**config.mk**
```make
export PLATFORM = sky130hd
export DESIGN_NAME = utf8_sequence_filter
export DESIGN_NICKNAME = d
export VERILOG_FILES = /design/src/design/usf_pkg.sv /design/src/design/usf_front.sv /design/src/design/usf_queue.sv /design/src/design/usf_back.sv /design/src/design/utf8_sequence_filter.sv
export VERILOG_INCLUDE_DIRS = /design/src /design/src/design
export SDC_FILE = /design/constraint.sdc
export NUM_CORES = 1
export LEC_CHECK = 0
export BUFFER_PORTS_ARGS = -buffer_cell sky130_fd_sc_hd__buf_4
export CORE_ASPECT_RATIO = 0.9
export CORE_UTILIZATION = 39
export DETAILED_ROUTE_END_ITERATION = 8
export GPL_ROUTABILITY_DRIVEN = 0
export HOLD_SLACK_MARGIN = 0.15
export SKIP_LAST_GASP = 1
export SLEW_MARGIN = 20
export SYNTH_ARGS = -nofsm -noshare
export SYNTH_HDL_FRONTEND = slang
export SYNTH_HIERARCHICAL = 1
export SYNTH_SLANG_ARGS = --single-unit
```
**constraint.sdc**
```tcl
create_clock -name i_clk -period 4.8 [get_ports i_clk]
set_input_delay 0.48 -clock i_clk [delete_from_list [all_inputs] [get_ports i_clk]]
set_output_delay 0.48 -clock i_clk [all_outputs]
set_load 0.1 [all_outputs]
```
**src/design/utf8_sequence_filter_macros.svh**
```systemverilog
// assertion macros shared by the utf-8 sequence filter
`ifndef UTF8_SEQUENCE_FILTER_MACROS_SVH
`define UTF8_SEQUENCE_FILTER_MACROS_SVH

// condition and consequence in the same cycle
`define USF_ASSERT_NOW(lbl, clk, rst_n, cond, cons, msg) \
    lbl: assert property (@(posedge clk) disable iff (!rst_n) (cond) |-> (cons)) \
        else $error(msg);

// consequence in the cycle after the condition
`define USF_ASSERT_NEXT(lbl, clk, rst_n, cond, cons, msg) \
    lbl: assert property (@(posedge clk) disable iff (!rst_n) (cond) |=> (cons)) \
        else $error(msg);

`endif

```
**src/design/usf_pkg.sv**
```systemverilog
// types, constants and helpers of the utf-8 sequence filter
`timescale 1ns / 1ps

package usf_pkg;

    localparam int QUEUE_DEPTH_DEFAULT = 4;

    localparam logic [7:0] LEAD2_MASK = 8'hE0;
    localparam logic [7:0] LEAD2_CODE = 8'hC0;
    localparam logic [7:0] LEAD3_MASK = 8'hF0;
    localparam logic [7:0] LEAD3_CODE = 8'hE0;
    localparam logic [7:0] LEAD4_MASK = 8'hF8;
    localparam logic [7:0] LEAD4_CODE = 8'hF0;
    localparam logic [7:0] CONT_MASK  = 8'hC0;
    localparam logic [7:0] CONT_CODE  = 8'h80;

    localparam logic [2:0] SEQ_NONE = 3'd0;
    localparam logic [2:0] SEQ_TWO  = 3'd2;
    localparam logic [2:0] SEQ_THREE = 3'd3;
    localparam logic [2:0] SEQ_FOUR = 3'd4;

    // bytes released by one input transaction, bytes[0] goes out first
    typedef struct packed {
        logic [3:0][7:0] bytes;
        logic [1:0]      last_idx;
    } t_burst;

    function automatic logic [2:0] lead_length(input logic [7:0] b);
        logic [2:0] len;
        len = SEQ_NONE;
        if ((b & LEAD2_MASK) == LEAD2_CODE) begin
            len = SEQ_TWO;
        end else if ((b & LEAD3_MASK) == LEAD3_CODE) begin
            len = SEQ_THREE;
        end else if ((b & LEAD4_MASK) == LEAD4_CODE) begin
            len = SEQ_FOUR;
        end
        return len;
    endfunction

endpackage

```
**src/design/usf_front.sv**
```systemverilog
// front end: accepts text bytes, tracks open sequences and builds release bursts
`timescale 1ns / 1ps

module usf_front (
    input  logic            i_clk,
    input  logic            i_rst_n,
    input  logic            i_s_tvalid,
    output logic            o_s_tready,
    input  logic [7:0]      i_s_tdata,   // [7:0] text_byte
    input  logic            i_s_tlast,   // string_end
    input  logic            i_q_ready,
    output logic            o_q_push,
    output usf_pkg::t_burst o_q_burst
);
    import usf_pkg::*;

    logic [7:0] r_held [3];
    logic [1:0] r_held_count;
    logic [2:0] r_seq_len;

    logic [1:0] n_held_count;
    logic [2:0] n_seq_len;
    logic       w_accept;
    logic       w_cont;
    logic       w_taken;
    logic       w_emit;
    logic [1:0] w_emit_held;
    logic       w_wr_en;
    logic [1:0] w_wr_idx;
    logic [7:0] w_b;

    assign w_b        = i_s_tdata;
    assign o_s_tready = i_q_ready;
    assign w_accept   = i_s_tvalid && i_q_ready;
    assign w_cont     = (w_b & CONT_MASK) == CONT_CODE;

    always_comb begin
        n_held_count = r_held_count;
        n_seq_len    = r_seq_len;
        w_taken      = 1'b0;
        w_emit       = 1'b0;
        w_emit_held  = 2'd0;
        w_wr_en      = 1'b0;
        w_wr_idx     = r_held_count;

        if (r_seq_len != SEQ_NONE) begin
            if (w_cont) begin
                w_taken = 1'b1;
                if (({1'b0, r_held_count} + 3'd1) >= r_seq_len) begin
                    // sequence complete: release held bytes plus this one
                    w_emit       = 1'b1;
                    w_emit_held  = r_held_count;
                    n_held_count = 2'd0;
                    n_seq_len    = SEQ_NONE;
                end else begin
                    w_wr_en      = 1'b1;
                    n_held_count = r_held_count + 2'd1;
                end
            end else begin
                n_held_count = 2'd0;
                n_seq_len    = SEQ_NONE;
            end
        end

        // byte judged as if no sequence were open
        if (!w_taken) begin
            if (w_b == 8'd0) begin
                n_held_count = 2'd0;
                n_seq_len    = SEQ_NONE;
            end else if (!w_b[7]) begin
                w_emit      = 1'b1;
                w_emit_held = 2'd0;
            end else if (lead_length(w_b) != SEQ_NONE) begin
                w_wr_en      = 1'b1;
                w_wr_idx     = 2'd0;
                n_held_count = 2'd1;
                n_seq_len    = lead_length(w_b);
            end
        end

        if (i_s_tlast) begin
            n_held_count = 2'd0;
            n_seq_len    = SEQ_NONE;
        end
    end

    assign o_q_push = w_accept && w_emit;

    always_comb begin
        o_q_burst.bytes[0] = (w_emit_held > 2'd0) ? r_held[0] : w_b;
        o_q_burst.bytes[1] = (w_emit_held > 2'd1) ? r_held[1] : w_b;
        o_q_burst.bytes[2] = (w_emit_held > 2'd2) ? r_held[2] : w_b;
        o_q_burst.bytes[3] = w_b;
        o_q_burst.last_idx = w_emit_held;
    end

    always_ff @(posedge i_clk) begin
        if (!i_rst_n) begin
            r_held_count <= 2'd0;
            r_seq_len    <= SEQ_NONE;
        end else if (w_accept) begin
            r_held_count <= n_held_count;
            r_seq_len    <= n_seq_len;
        end
    end

    always_ff @(posedge i_clk) begin
        if (w_accept && w_wr_en) begin
            r_held[w_wr_idx] <= w_b;
        end
    end

endmodule

```
**src/design/usf_queue.sv**
```systemverilog
// short burst queue between front end and output serializer
`timescale 1ns / 1ps

module usf_queue #(
    parameter int DEPTH = usf_pkg::QUEUE_DEPTH_DEFAULT
) (
    input  logic            i_clk,
    input  logic            i_rst_n,
    input  logic            i_push,
    input  usf_pkg::t_burst i_burst,
    output logic            o_ready,
    input  logic            i_pop,
    output logic            o_valid,
    output usf_pkg::t_burst o_head
);
    import usf_pkg::*;

    localparam int AW = (DEPTH > 1) ? $clog2(DEPTH) : 1;
    localparam int CW = $clog2(DEPTH + 1);

    t_burst        r_mem [DEPTH];
    logic [AW-1:0] r_wr_ptr;
    logic [AW-1:0] r_rd_ptr;
    logic [CW-1:0] r_count;

    logic          w_wr;
    logic          w_rd;

    assign o_ready = r_count != CW'(DEPTH);
    assign o_valid = r_count != '0;
    assign o_head  = r_mem[r_rd_ptr];
    assign w_wr    = i_push && o_ready;
    assign w_rd    = i_pop && o_valid;

    always_ff @(posedge i_clk) begin
        if (!i_rst_n) begin
            r_wr_ptr <= '0;
            r_rd_ptr <= '0;
            r_count  <= '0;
        end else begin
            if (w_wr) begin
                r_wr_ptr <= (r_wr_ptr == AW'(DEPTH - 1)) ? '0 : r_wr_ptr + AW'(1);
            end
            if (w_rd) begin
                r_rd_ptr <= (r_rd_ptr == AW'(DEPTH - 1)) ? '0 : r_rd_ptr + AW'(1);
            end
            case ({w_wr, w_rd})
                2'b10:   r_count <= r_count + CW'(1);
                2'b01:   r_count <= r_count - CW'(1);
                default: r_count <= r_count;
            endcase
        end
    end

    always_ff @(posedge i_clk) begin
        if (w_wr) begin
            r_mem[r_wr_ptr] <= i_burst;
        end
    end

endmodule

```
**src/design/usf_back.sv**
```systemverilog
// back end: serializes bursts into the registered output stream
`timescale 1ns / 1ps

module usf_back (
    input  logic            i_clk,
    input  logic            i_rst_n,
    input  logic            i_q_valid,
    input  usf_pkg::t_burst i_q_head,
    output logic            o_q_pop,
    output logic            o_m_tvalid,
    input  logic            i_m_tready,
    output logic [7:0]      o_m_tdata,   // [7:0] clean_byte
    output logic            o_m_tlast    // run_last
);
    import usf_pkg::*;

    logic       r_valid;
    logic [7:0] r_byte;
    logic       r_last;
    logic [1:0] r_pos;

    logic       w_slot_free;
    logic       w_load;
    logic       w_at_end;

    assign w_slot_free = !r_valid || i_m_tready;
    assign w_load      = w_slot_free && i_q_valid;
    assign w_at_end    = r_pos == i_q_head.last_idx;
    assign o_q_pop     = w_load && w_at_end;

    always_ff @(posedge i_clk) begin
        if (!i_rst_n) begin
            r_valid <= 1'b0;
            r_pos   <= 2'd0;
        end else begin
            if (w_slot_free) begin
                r_valid <= i_q_valid;
            end
            if (w_load) begin
                r_pos <= w_at_end ? 2'd0 : r_pos + 2'd1;
            end
        end
    end

    always_ff @(posedge i_clk) begin
        if (w_load) begin
            r_byte <= i_q_head.bytes[r_pos];
            r_last <= w_at_end;
        end
    end

    assign o_m_tvalid = r_valid;
    assign o_m_tdata  = r_byte;
    assign o_m_tlast  = r_last;

endmodule

```
**src/design/utf8_sequence_filter.sv**
```systemverilog
// utf-8 sequence filter top level: front end, burst queue and output serializer
`timescale 1ns / 1ps

// Takes one text byte per cycle and passes on only UTF-8 sequences whose lead
// and continuation bit patterns fit, without checking code point ranges: ASCII
// bytes go through at once, multi-byte sequences are held and released whole
// when complete, broken sequences, stray continuations and invalid leads are
// dropped, and a zero byte or tlast closes the string. An input byte is
// judged in the cycle it is accepted; the bytes it releases (zero to four)
// enter a QUEUE_DEPTH-entry burst queue and leave one byte per cycle, while
// the output is ready, through a registered output stage. Input is taken
// every cycle while the queue has room; the output serializer moves one byte
// per cycle while the output is ready, so the sustained input rate is one byte
// per cycle as long as released bytes average at most one per item.
// The last byte released by each input transaction carries tlast.

module utf8_sequence_filter #(
    parameter int QUEUE_DEPTH = usf_pkg::QUEUE_DEPTH_DEFAULT
) (
    input  logic       i_clk,
    input  logic       i_rst_n,
    input  logic       i_s_tvalid,
    output logic       o_s_tready,
    input  logic [7:0] i_s_tdata,   // [7:0] text_byte
    input  logic       i_s_tlast,   // string_end
    output logic       o_m_tvalid,
    input  logic       i_m_tready,
    output logic [7:0] o_m_tdata,   // [7:0] clean_byte
    output logic       o_m_tlast    // run_last
);
    import usf_pkg::*;

    `include "utf8_sequence_filter_macros.svh"

    logic   w_q_ready;
    logic   w_push;
    t_burst w_burst;
    logic   w_q_valid;
    t_burst w_head;
    logic   w_pop;

    usf_front u_front (
        .i_clk      (i_clk),
        .i_rst_n    (i_rst_n),
        .i_s_tvalid (i_s_tvalid),
        .o_s_tready (o_s_tready),
        .i_s_tdata  (i_s_tdata),
        .i_s_tlast  (i_s_tlast),
        .i_q_ready  (w_q_ready),
        .o_q_push   (w_push),
        .o_q_burst  (w_burst)
    );

    usf_queue #(
        .DEPTH (QUEUE_DEPTH)
    ) u_queue (
        .i_clk   (i_clk),
        .i_rst_n (i_rst_n),
        .i_push  (w_push),
        .i_burst (w_burst),
        .o_ready (w_q_ready),
        .i_pop   (w_pop),
        .o_valid (w_q_valid),
        .o_head  (w_head)
    );

    usf_back u_back (
        .i_clk      (i_clk),
        .i_rst_n    (i_rst_n),
        .i_q_valid  (w_q_valid),
        .i_q_head   (w_head),
        .o_q_pop    (w_pop),
        .o_m_tvalid (o_m_tvalid),
        .i_m_tready (i_m_tready),
        .o_m_tdata  (o_m_tdata),
        .o_m_tlast  (o_m_tlast)
    );

    // the serializer only retires a burst that is really queued
    `USF_ASSERT_NOW(a_pop_nonempty, i_clk, i_rst_n, w_pop, w_q_valid, "pop from empty queue")

    // input only stalls while the queue holds work
    `USF_ASSERT_NOW(a_stall_has_work, i_clk, i_rst_n, !o_s_tready, w_q_valid,
        "input stalled with empty queue")

    // retiring a burst loads its last byte into the output register
    `USF_ASSERT_NEXT(a_pop_marks_last, i_clk, i_rst_n, w_pop, o_m_tvalid && o_m_tlast,
        "burst retired without last byte")

    // queued work reaches a free output slot in the next cycle
    `USF_ASSERT_NEXT(a_no_bubble, i_clk, i_rst_n, w_q_valid && (!o_m_tvalid || i_m_tready),
        o_m_tvalid, "output bubble with queued work")

endmodule

```
Word level (Yosys, flattened, before mapping)

Memories as Yosys holds them, arrays and structs flattened. A register that Yosys moved wholly into a read port is not among the register bits.
Index checks and enable logic that the tools add are counted.

Add/subtract/negate cells: 7
$mul: 0
Divide/modulo/power cells: 0
Magnitude comparators: 5
Eq/ne operators: 10
Shift operators: 0
Multiplexer cells: 62
Bitwise gates (word level): 0
Reductions and logical operators: 14

Operators with widths:

| operator              | number |
|---|---|
| $mux W2               | 23 |
| $mux W3               | 14 |
| $mux W8               | 4 |
| $mux W1               | 19 |
| $bmux W8 S2           | 1 |
| $reduce_bool A3 Y1    | 3 |
| $add A2 B1 Y2 const B | 4 |
| $eq A2 B2 Y1 const B  | 4 |
| $logic_not A8 Y1      | 1 |
| $logic_and A1 B1 Y1   | 7 |
| $pmux W3 S2           | 1 |
| $eq A5 B5 Y1 const B  | 1 |
| $eq A4 B4 Y1 const B  | 1 |
| $gt A2 B1 Y1 const B  | 2 |
| $add A2 B1 Y3 const B | 1 |
| $add A3 B1 Y3 const B | 1 |
| $eq A3 B3 Y1 const B  | 1 |
| $ge A3 B3 Y1          | 1 |
| $lt A2 B3 Y1 const B  | 1 |
| $ne A3 B3 Y1 const B  | 1 |
| $sub A3 B1 Y3 const B | 1 |
| $eq A2 B1 Y1 const B  | 1 |
| $eq A2 B2 Y1          | 1 |
| $gt A2 B2 Y1 const B  | 1 |
| other kinds (3)       | 3 |

Flip-flop bits (word level): 24
Latch bits: 0
Bits in writable memories: 160
Bits in read-only memories: 0
Input bits: 13
Output and inout port bits: 11
Word-level logic and storage cells: 109
Memories: 2

Memories:

| name           | depth | bits a word | read ports | clocked after memory_dff | wr ports | RTL line        | RTL |
|---|---|---|---|---|---|---|---|
| u_queue.r_mem  | 4     | 34          | 1          | 1                        | 1        | usf_queue.sv:21 | `t_burst r_mem [DEPTH];` |
| u_front.r_held | 3     | 8           | 3          | 0                        | 1        | usf_front.sv:17 | `logic [7:0] r_held [3];` |

Longest topological paths before layout

Gate-level depths: netlist (run 1).

Depth in word-level cells: 15
Gate-level depth with buffers: 14
Gate-level depth less buffers: 14

Cells and area by module

Netlist (run 1), hierarchy kept.

Modules (own cells, without submodules):

| module    | instances | cells each | area each (sq um) | sequential area each (sq um) |
|---|---|---|---|---|
| usf_queue | 1         | 234        | 5397.7            | 4264.1 |
| usf_front | 1         | 129        | 1614.0            | 820.8 |
| usf_back  | 1         | 40         | 671.9             | 330.3 |

Worst setup path after synthesis (run 1)

No wires, ideal clock.

Path type: reg2reg
Start: register with a tool-made name
End: register u_queue.r_count[2]
Library setup time: 0.070 ns
Data arrival time: 3.159 ns
Data required time: 4.730 ns
Setup slack: 1.571 ns
Cell stages (with the launch flop): 15
Buffers on the path: 2
Clock period less this slack: 3.229 ns
Path through: dfxtp_1 > buf_2 > buf_4 > mux4_2 > xor2_2 > nor2_2 > and2_1 > o31ai_1 > inv_1 > ha_1 > inv_1 > fa_1 > xor2_1 > or3_2 > a21boi_1

RTL lines:

| item                   | RTL line        | RTL |
|---|---|---|
| end signal: assignment | usf_queue.sv:48 | `2'b10: r_count <= r_count + CW'(1);` |
| end signal: assignment | usf_queue.sv:49 | `2'b01: r_count <= r_count - CW'(1);` |
| end signal: assignment | usf_queue.sv:50 | `default: r_count <= r_count;` |
| end: declaration       | usf_queue.sv:24 | `logic [CW-1:0] r_count;` |

Worst setup path after layout (run 1)

Start: register u_front.r_held_count[0]
End: register u_queue.r_count[2]

Longest elaborated chain between the ends: 12
Elaborated cells between the ends (all ways): 14
Classes of those cells: add/sub (1); order compare (1); eq/ne (2); mux (7); reduce/logical (3)

Ends and longest elaborated chain:

| item                                              | RTL line                   | RTL |
|---|---|---|
| start: declaration                                | usf_front.sv:18            | `logic [1:0] r_held_count;` |
| start signal: assignment                          | usf_front.sv:102           | `r_held_count <= n_held_count;` |
| $add A2 B1 Y3 (*)                                 | usf_front.sv:49            | `if (({1'b0, r_held_count} + 3'd1) >= r_seq_len) begin` |
| $ge A3 B3 Y1 (*)                                  | usf_front.sv:49            |  |
| $mux W1 (*)                                       | usf_front.sv:49            |  |
| $mux W1 (*)                                       | usf_front.sv:47            | `if (w_cont) begin` |
| $mux W1 (*)                                       | usf_front.sv:46            | `if (r_seq_len != SEQ_NONE) begin` |
| $mux W1                                           | usf_front.sv:70            | `end else if (!w_b[7]) begin` |
| $mux W1                                           | usf_front.sv:67            | `if (w_b == 8'd0) begin` |
| $mux W1 (*)                                       | usf_front.sv:66            | `if (!w_taken) begin` |
| $logic_and A1 B1 Y1 (*)                           | usf_front.sv:87            | `assign o_q_push = w_accept && w_emit;` |
| net w_push                                        | utf8_sequence_filter.sv:36 | `logic w_push;` |
| $logic_and A1 B1 Y1 (*)                           | usf_queue.sv:32            | `assign w_wr = i_push && o_ready;` |
| $eq A2 B1 Y1 or $eq A2 B2 Y1 (tied branches)      | usf_queue.sv:47            | `case ({w_wr, w_rd})` |
| $pmux W3 S2 or $reduce_bool A2 Y1 (tied branches) | n/a                        |  |

Mark *: on every way through the listed nets, which the timed path passes. The rest lies on a longest branch.
A chain may end at the register's enable or synchronous reset.

==> run metrics, run 1 <==
Startpoint Class=flip-flop; Syn Std Cell Area=0.007684 sq mm; Crit path arrival time=3.77 ns; Post-Syn Instances=403; fin crit period=3.419 ns; mean area per synthesized cell=19.07 sq um; # IOs=24; root buf cell=clkbuf_16; worst skew pair latency=0.43 ns; hold buffer count at cts=0; DR WL/cell=20.50 microns; max_slew headroom=0.3417; Initial Util=0.3998; Post-CTS Resized=0; die span in y=135.2 microns; H-tree levels=4; routed vias=3,711; Area growth syn-to-layout=12.52%; Power Internal=0.002680 W; CTS tree=yes; leakage=2.788 nW; Cell Chain, Critical Path=ha_1, ha_1, a21oi_1, o21ai_0, a21oi_1, nor2_1, and2_4, inv_1, ha_1, inv_1, fa_1, xor2_1, or3_2, a21boi_1; sum of negative setup slack=0 ns; Sw Share=0.2271; cell mode on critical path=ha_1; Die ar.=0.02027 sq mm; slew at the pin closest to its max-slew limit=0.9874 ns; layout cells sized above 1=0.3175; Worst EP required=5.15 ns; async set or reset register ratio after synthesis=0; status=complete, no violations; clock skew=0.01065 ns; combinational power share=0.085; remaining antenna violation count=0; largest net degree at the start of global routing=35; dpl hpwl=8037 microns; final hold slack=0.3153 ns; Finished Layout Cells=691; Crit path largest cell delay=0.53 ns; Synth cell types=59; CP max FO=9; Synthesized Nets=427; critical path's slowest cell=dfxtp_1; Remaining Overflow, GRT=0; total wire length=14,170 microns; worst hold path type=primary input to flip-flop; DRC=0; commonest non-fill, non-tap cell in the layout=edfxtp_1; final hold vios=0; max-slew violation count=0; CP Buf/Inv Count=2; Max-Cap Viols=0; setup violators final=0; PwrDens=401.1 mW/mm^2; synthesized flop and latch total=186; CP Capture Type=flip-flop; fmax=292.5 MHz; sequential-to-total area share from yosys stat=0.7048; Die W=150.0 microns; vias in the first global route=3,832; gr usage total=0.1543; Clk pin slew, worst setup/hold paths=0.06 ns; register share of total power=0.529; Final Cycle Share=0.7123; Cell Rows=48; ANT cells=0; most frequent cells in the layout=edfxtp_1 (169), mux4_2 (39), buf_4 (31); number of setup buffers added after CTS=0; CTS Buffer Depth=2; placed cells=660; Worst path top cell family by delay=adder cells; Net Switching=0.0007875 W; Synth Flop Type=edfxtp_1; TritonCTS buffer count=17; nets@finish=453; initial drt markers=270; initial antenna violation count=0; warnings from Yosys=6; number of flops mapped to enable cells by yosys=169; first-pass GRT wire length=22,390 microns; Buffers on Ports=23; drt pass-1 iters=4; RSZ-0062 raised after global routing=false; Sink Count=186; vias per cell=5.370; kind of critical path=flip-flop to flip-flop; VDD IR-drop max=0.2867 mV; Clk network pwr share=0.386; core box area=0.01922 sq mm
[cells in the mapped netlist, types with 3 or more instances]
cell type,count,area (sq um)
a21oi_1,7,35.03
and2_1,5,31.28
and3_2,4,30.03
buf_2,4,20.02
buf_4,12,90.09
buf_6,3,33.78
clkbuf_1,3,11.26
dfxtp_1,17,340.3
edfxtp_1,169,5075
ha_1,10,125.1
inv_1,13,48.80
mux2_2,14,157.7
mux2_4,7,105.1
mux4_1,3,78.83
mux4_2,39,878.3
nand2_1,16,60.06
nand3_1,5,25.02
nand4b_1,3,26.28
nor2_1,7,26.28
nor3_1,3,15.01
nor4_1,4,25.02
o21ai_0,7,35.03
[worst paths after layout]
check / slack, ns / to / cells past startpoint / from
max reg2reg: 1.38 / u_queue/r_count[2] / 14 / u_front/r_held_count[0]
min: 0.32 / u_queue/r_mem[3][27] / 1 / i_s_tdata[1]
min reg2reg: 0.50 / u_queue/r_wr_ptr[1] / 2 / u_queue/r_wr_ptr[1]
max: 1.38 / u_queue/r_count[2] / 14 / u_front/r_held_count[0]
[power groups by stage]
stage	Clock, W	Sequential (W)	Combinational, W
global route	0.00143	0.00184	0.000316
floorplan	0	0.00195	0.000140
finish	0.00134	0.00183	0.000294
detailed placement	0	0.00187	0.000299
CTS	0.00137	0.00183	0.000300
global placement	0	0.00187	0.000294
[state kept, by name (all words and copies together), names as in the netlist, named ones only]
register              cells
u_queue/r_count           3
u_back/o_m_tdata          8
u_front/r_held_count      2
u_back/o_m_tlast          1
u_front/r_seq_len         3
u_queue/r_wr_ptr          2
u_front/r_held           24
u_back/r_pos              2
u_queue/r_rd_ptr          2
u_back/o_m_tvalid         1
u_queue/r_mem           136
[worst register-to-register path, stage by stage (launching register included)]
cell      delay (ns)
dfxtp_1         0.53
ha_1            0.31
ha_1            0.18
a21oi_1         0.17
o21ai_0         0.21
a21oi_1         0.21
nor2_1          0.11
and2_4          0.19
inv_1           0.05
ha_1            0.17
inv_1           0.07
fa_1            0.44
xor2_1          0.16
or3_2           0.41
a21boi_1        0.15
[cell type report]
cell class              count  area [sq um]
fillers                  1662         10570
flip-flops and latches    186          5416
multi-input cells         180          2076
clock buffers              20         436.7
well taps                 250         312.8
repair buffers             31         232.7
clock inverters            11         122.6
inverters                  13         48.80
[stage by stage]
stage	instance area, sq um	power (W)	util	setup WS (ns)
floorplan	7684	0.002086	-	1.571
global placement	8087	0.002162	0.4208	1.510
detailed placement	8087	0.002169	0.4208	1.407
CTS	8646	0.003503	0.4499	1.394
global route	8646	0.003587	0.4499	1.134
finish	8646	0.003468	0.4499	1.381
[routing by layer]
| metal | vias up | track usage | part of all wire |
|---|---|---|---|
| met5 | - | 0 | 0 |
| met4 | 0 | 0.04938 | 0.0095 |
| met3 | 13 | 0.03771 | 0.039 |
| met2 | 58 | 0.2377 | 0.48 |
| met1 | 1973 | 0.2164 | 0.47 |
| li1 | 1667 | - | - |
[logic make-up after synthesis]
group,count (synthesis),synth area share
flops,186,0.7048
simple gates,68,0.05439
mux,64,0.1601
buf+inv,37,0.02752
compound gates,33,0.02882
fa+ha+maj,11,0.01889
xor+xnor,4,0.005538
No activity file was read; power rests on OpenSTA's default activity.
==> run 2, diff against run 1 <==
- ABC_AREA: default -> 1
- clock period: 4.8 -> 2.8 ns (I/O delays scaled with it)
==> run 2 against run 1 <==
Compared with the run above: fmax up 31%; global-route usage up 1.3 points; total power increased by 97%; die area grew 5.3%; cell area rose by 7.0%; synthesized cell count rose by 67%; clock skew is 0.0031 ns lower; register-to-register slack got worse by 1.2 ns; via count rose by 38%; flip-flop and latch count unchanged; setup slack lost 1.2 ns; critical endpoint unchanged.
==> run metrics, run 2 <==
layout cells sized above 1=0.2100 (-0.1074); CP max FO=5 (-4); DR WL/cell=17.67 microns (-14%); Largest Register=u_queue/r_mem; Crit path arrival time=2.96 ns (-0.81 ns); final hold vios=0 (unchanged); Area growth syn-to-layout=14.26%; initial drt markers=402 (+49%); Synth area leaders=edfxtp_1 (63%), o21ai_0 (4.9%), nor2_1 (4.4%), dfxtp_1 (4.2%), nand2_1 (3.8%); number of setup buffers added after CTS=0 (unchanged); gr usage total=0.1671 (+0.01275); Synth Flop Type=edfxtp_1; synthesized-area fraction occupied by adder cells=0.01792 (-0.0009716); max reg flops=136 (unchanged); Final Cycle Share=0.9308 (+0.2185); Clk pin slew, worst setup/hold paths=0.07 ns (about the same); vias in the first global route=4,911 (+28%); Post-Syn Instances=672 (+67%); nets@finish=731 (+61%); number of flops mapped to enable cells by yosys=169 (unchanged); worst skew pair latency=0.42 ns (about the same); CTS tree=yes; mean area per synthesized cell=12.05 sq um (-37%); total power=0.006819 W (+97%); warnings from Yosys=6 (unchanged); Yosys top cell area share=0.6265 (-0.03397); Die ar.=0.02135 sq mm (+5.3%); Cell Rows=49 (+2.1%); core box area=0.02017 sq mm (+5.0%); root buf cell=clkbuf_16; leakage=3.352 nW (+20%); drt pass-1 iters=5 (+1); CP Capture Type=flip-flop; synthesized flop and latch total=186 (unchanged); die span in y=138.7 microns (+2.6%); dpl hpwl=11,140 microns (+39%); RSZ-0062 raised after global routing=false; fmax=383.7 MHz (+31%); Buffers on Ports=23 (unchanged); DRC=0 (unchanged); initial antenna violation count=0 (unchanged); most frequent cells in the layout=edfxtp_1 (169), nor2_1 (90), nand2_1 (82); xor and xnor area share after synthesis=0 (-0.005537); Sink Count=186 (unchanged); most frequent cells after synthesis=edfxtp_1 (169), nor2_1 (94), nand2_1 (82); largest net degree at the start of global routing=41 (+17%); H-tree levels=4 (unchanged); total wire length=17,210 microns (+21%); kind of critical path=flip-flop to flip-flop; Final Instance Area=0.009255 sq mm (+7.0%); VDD IR-drop max=0.5035 mV (+76%); Startpoint Class=flip-flop; Die W=153.9 microns (+2.6%); Synth Area in Compound Gates=0.1247 (+0.09583); # IOs=24 (unchanged); first-pass GRT wire length=26,650 microns (+19%); routed vias=5,122 (+38%); vias per cell=5.259 (-2.1%); max_slew headroom=0.6319 (+0.2902); Syn Std Cell Area=0.008100 sq mm (+5.4%); Remaining Overflow, GRT=0 (unchanged); fin crit period=2.606 ns (-0.8127 ns); TritonCTS buffer count=17 (unchanged); sum of negative setup slack=0 ns (unchanged); clock skew=0.007575 ns (-0.003077 ns); count leader, synth=edfxtp_1; Yosys top cell by area=edfxtp_1; Synth cell types=35 (-41%); Synthesized Nets=696 (+63%); status=complete, no violations; sequential-to-total area share from yosys stat=0.6685 (-0.03625); ANT cells=0 (unchanged); largest family of logic cells by synthesized area=simple AND/OR/NAND/NOR gates; PwrDens=736.8 mW/mm^2 (+84%); slew at the pin closest to its max-slew limit=0.5484 ns (-0.4390 ns); CTS Buffer Depth=2 (unchanged); area post-placement=0.008539 sq mm (+5.6%); worst hold path type=primary input to flip-flop; remaining antenna violation count=0 (unchanged); commonest non-fill, non-tap cell in the layout=edfxtp_1; max-slew violation count=0 (unchanged); Max-Cap Viols=0 (unchanged); async set or reset register ratio after synthesis=0 (unchanged); Simple-Gate Fraction of Synth Area=0.1282 (+0.07382); Worst EP required=3.15 ns (-2.00 ns); final hold slack=0.1725 ns (-0.1429 ns); setup violators final=0 (unchanged); Initial Util=0.4016 (+0.001783); mux contribution to synthesized area=0 (-0.1601)
[run 2: per-stage QoR]
| stage | std cells | worst slack (ns) | util |
|---|---|---|---|
| floorplan | 672 | -0.09962 | - |
| global placement | 936 | 0.2919 | 0.4234 |
| detailed placement | 936 | 0.1842 | 0.4234 |
| CTS | 974 | 0.1740 | 0.4588 |
| global route | 974 | 0.03116 | 0.4588 |
| finish | 974 | 0.1937 | 0.4588 |
[run 2: where the power goes]
part           internal (W)  switching (W)
sequential          0.00316      0.0000510
combinational      0.000272       0.000752
clock               0.00159       0.000995
[run 2: timing repair]
action	4_1_cts	5_1_grt
endpoints found under the setup margin	0	1
hold buffers	7	0
gates resized for setup	0	1
hold endpoints to repair	49	0
[run 2: worst max-delay path, cell delays in order (launching register included)]
cell	delay (ns)
dfxtp_2	0.35
ha_1	0.32
ha_1	0.29
nand2_1	0.07
inv_1	0.04
nand2_1	0.05
nand2_1	0.07
nand2_4	0.07
a21oi_1	0.08
nand2_2	0.11
ha_1	0.18
inv_1	0.07
fa_1	0.44
nand2_1	0.11
nand3_1	0.08
nand2_1	0.06
inv_1	0.03
nor2_1	0.11
[run 2: kinds of logic (layout without fill, tap and decap cells)]
logic type / Yosys count / count (layout)
and+or+nand+nor: 233 / 233
DFF: 186 / 186
AOI/OAI and AO/OA: 157 / 157
buffers and inverters: 85 / 132
adders and majority gates: 11 / 11
[run 2: final cells by class]
class,instances,area (sq um)
Tap cell,255,319.1
Clock inverter,14,219.0
Clock buffer,17,425.4
Sequential cell,186,5418
Timing Repair Buffer,53,465.4
Multi-Input combinational cell,401,2223
Fill cell,1769,10920
Inverter,48,185.2
[run 2: worst paths after layout]
kind / endpoint / slack, ns / startpoint / cells after the start
setup reg to reg: u_queue/r_count[2] / 0.19 / u_front/r_held_count[0] / 17
setup / recovery: u_queue/r_count[2] / 0.19 / u_front/r_held_count[0] / 17
hold / removal: u_queue/r_mem[0][33] / 0.17 / i_s_tdata[7] / 1
hold reg to reg: u_front/r_seq_len[2] / 0.51 / u_front/r_seq_len[2] / 2
[run 2: layer usage]
layer / global-route usage / vias up / share of wire
met5: 0 / - / 0
met4: 0.04000 / 0 / 0.0067
met3: 0.03719 / 12 / 0.069
met2: 0.2641 / 180 / 0.47
met1: 0.2344 / 2495 / 0.46
li1: - / 2435 / -
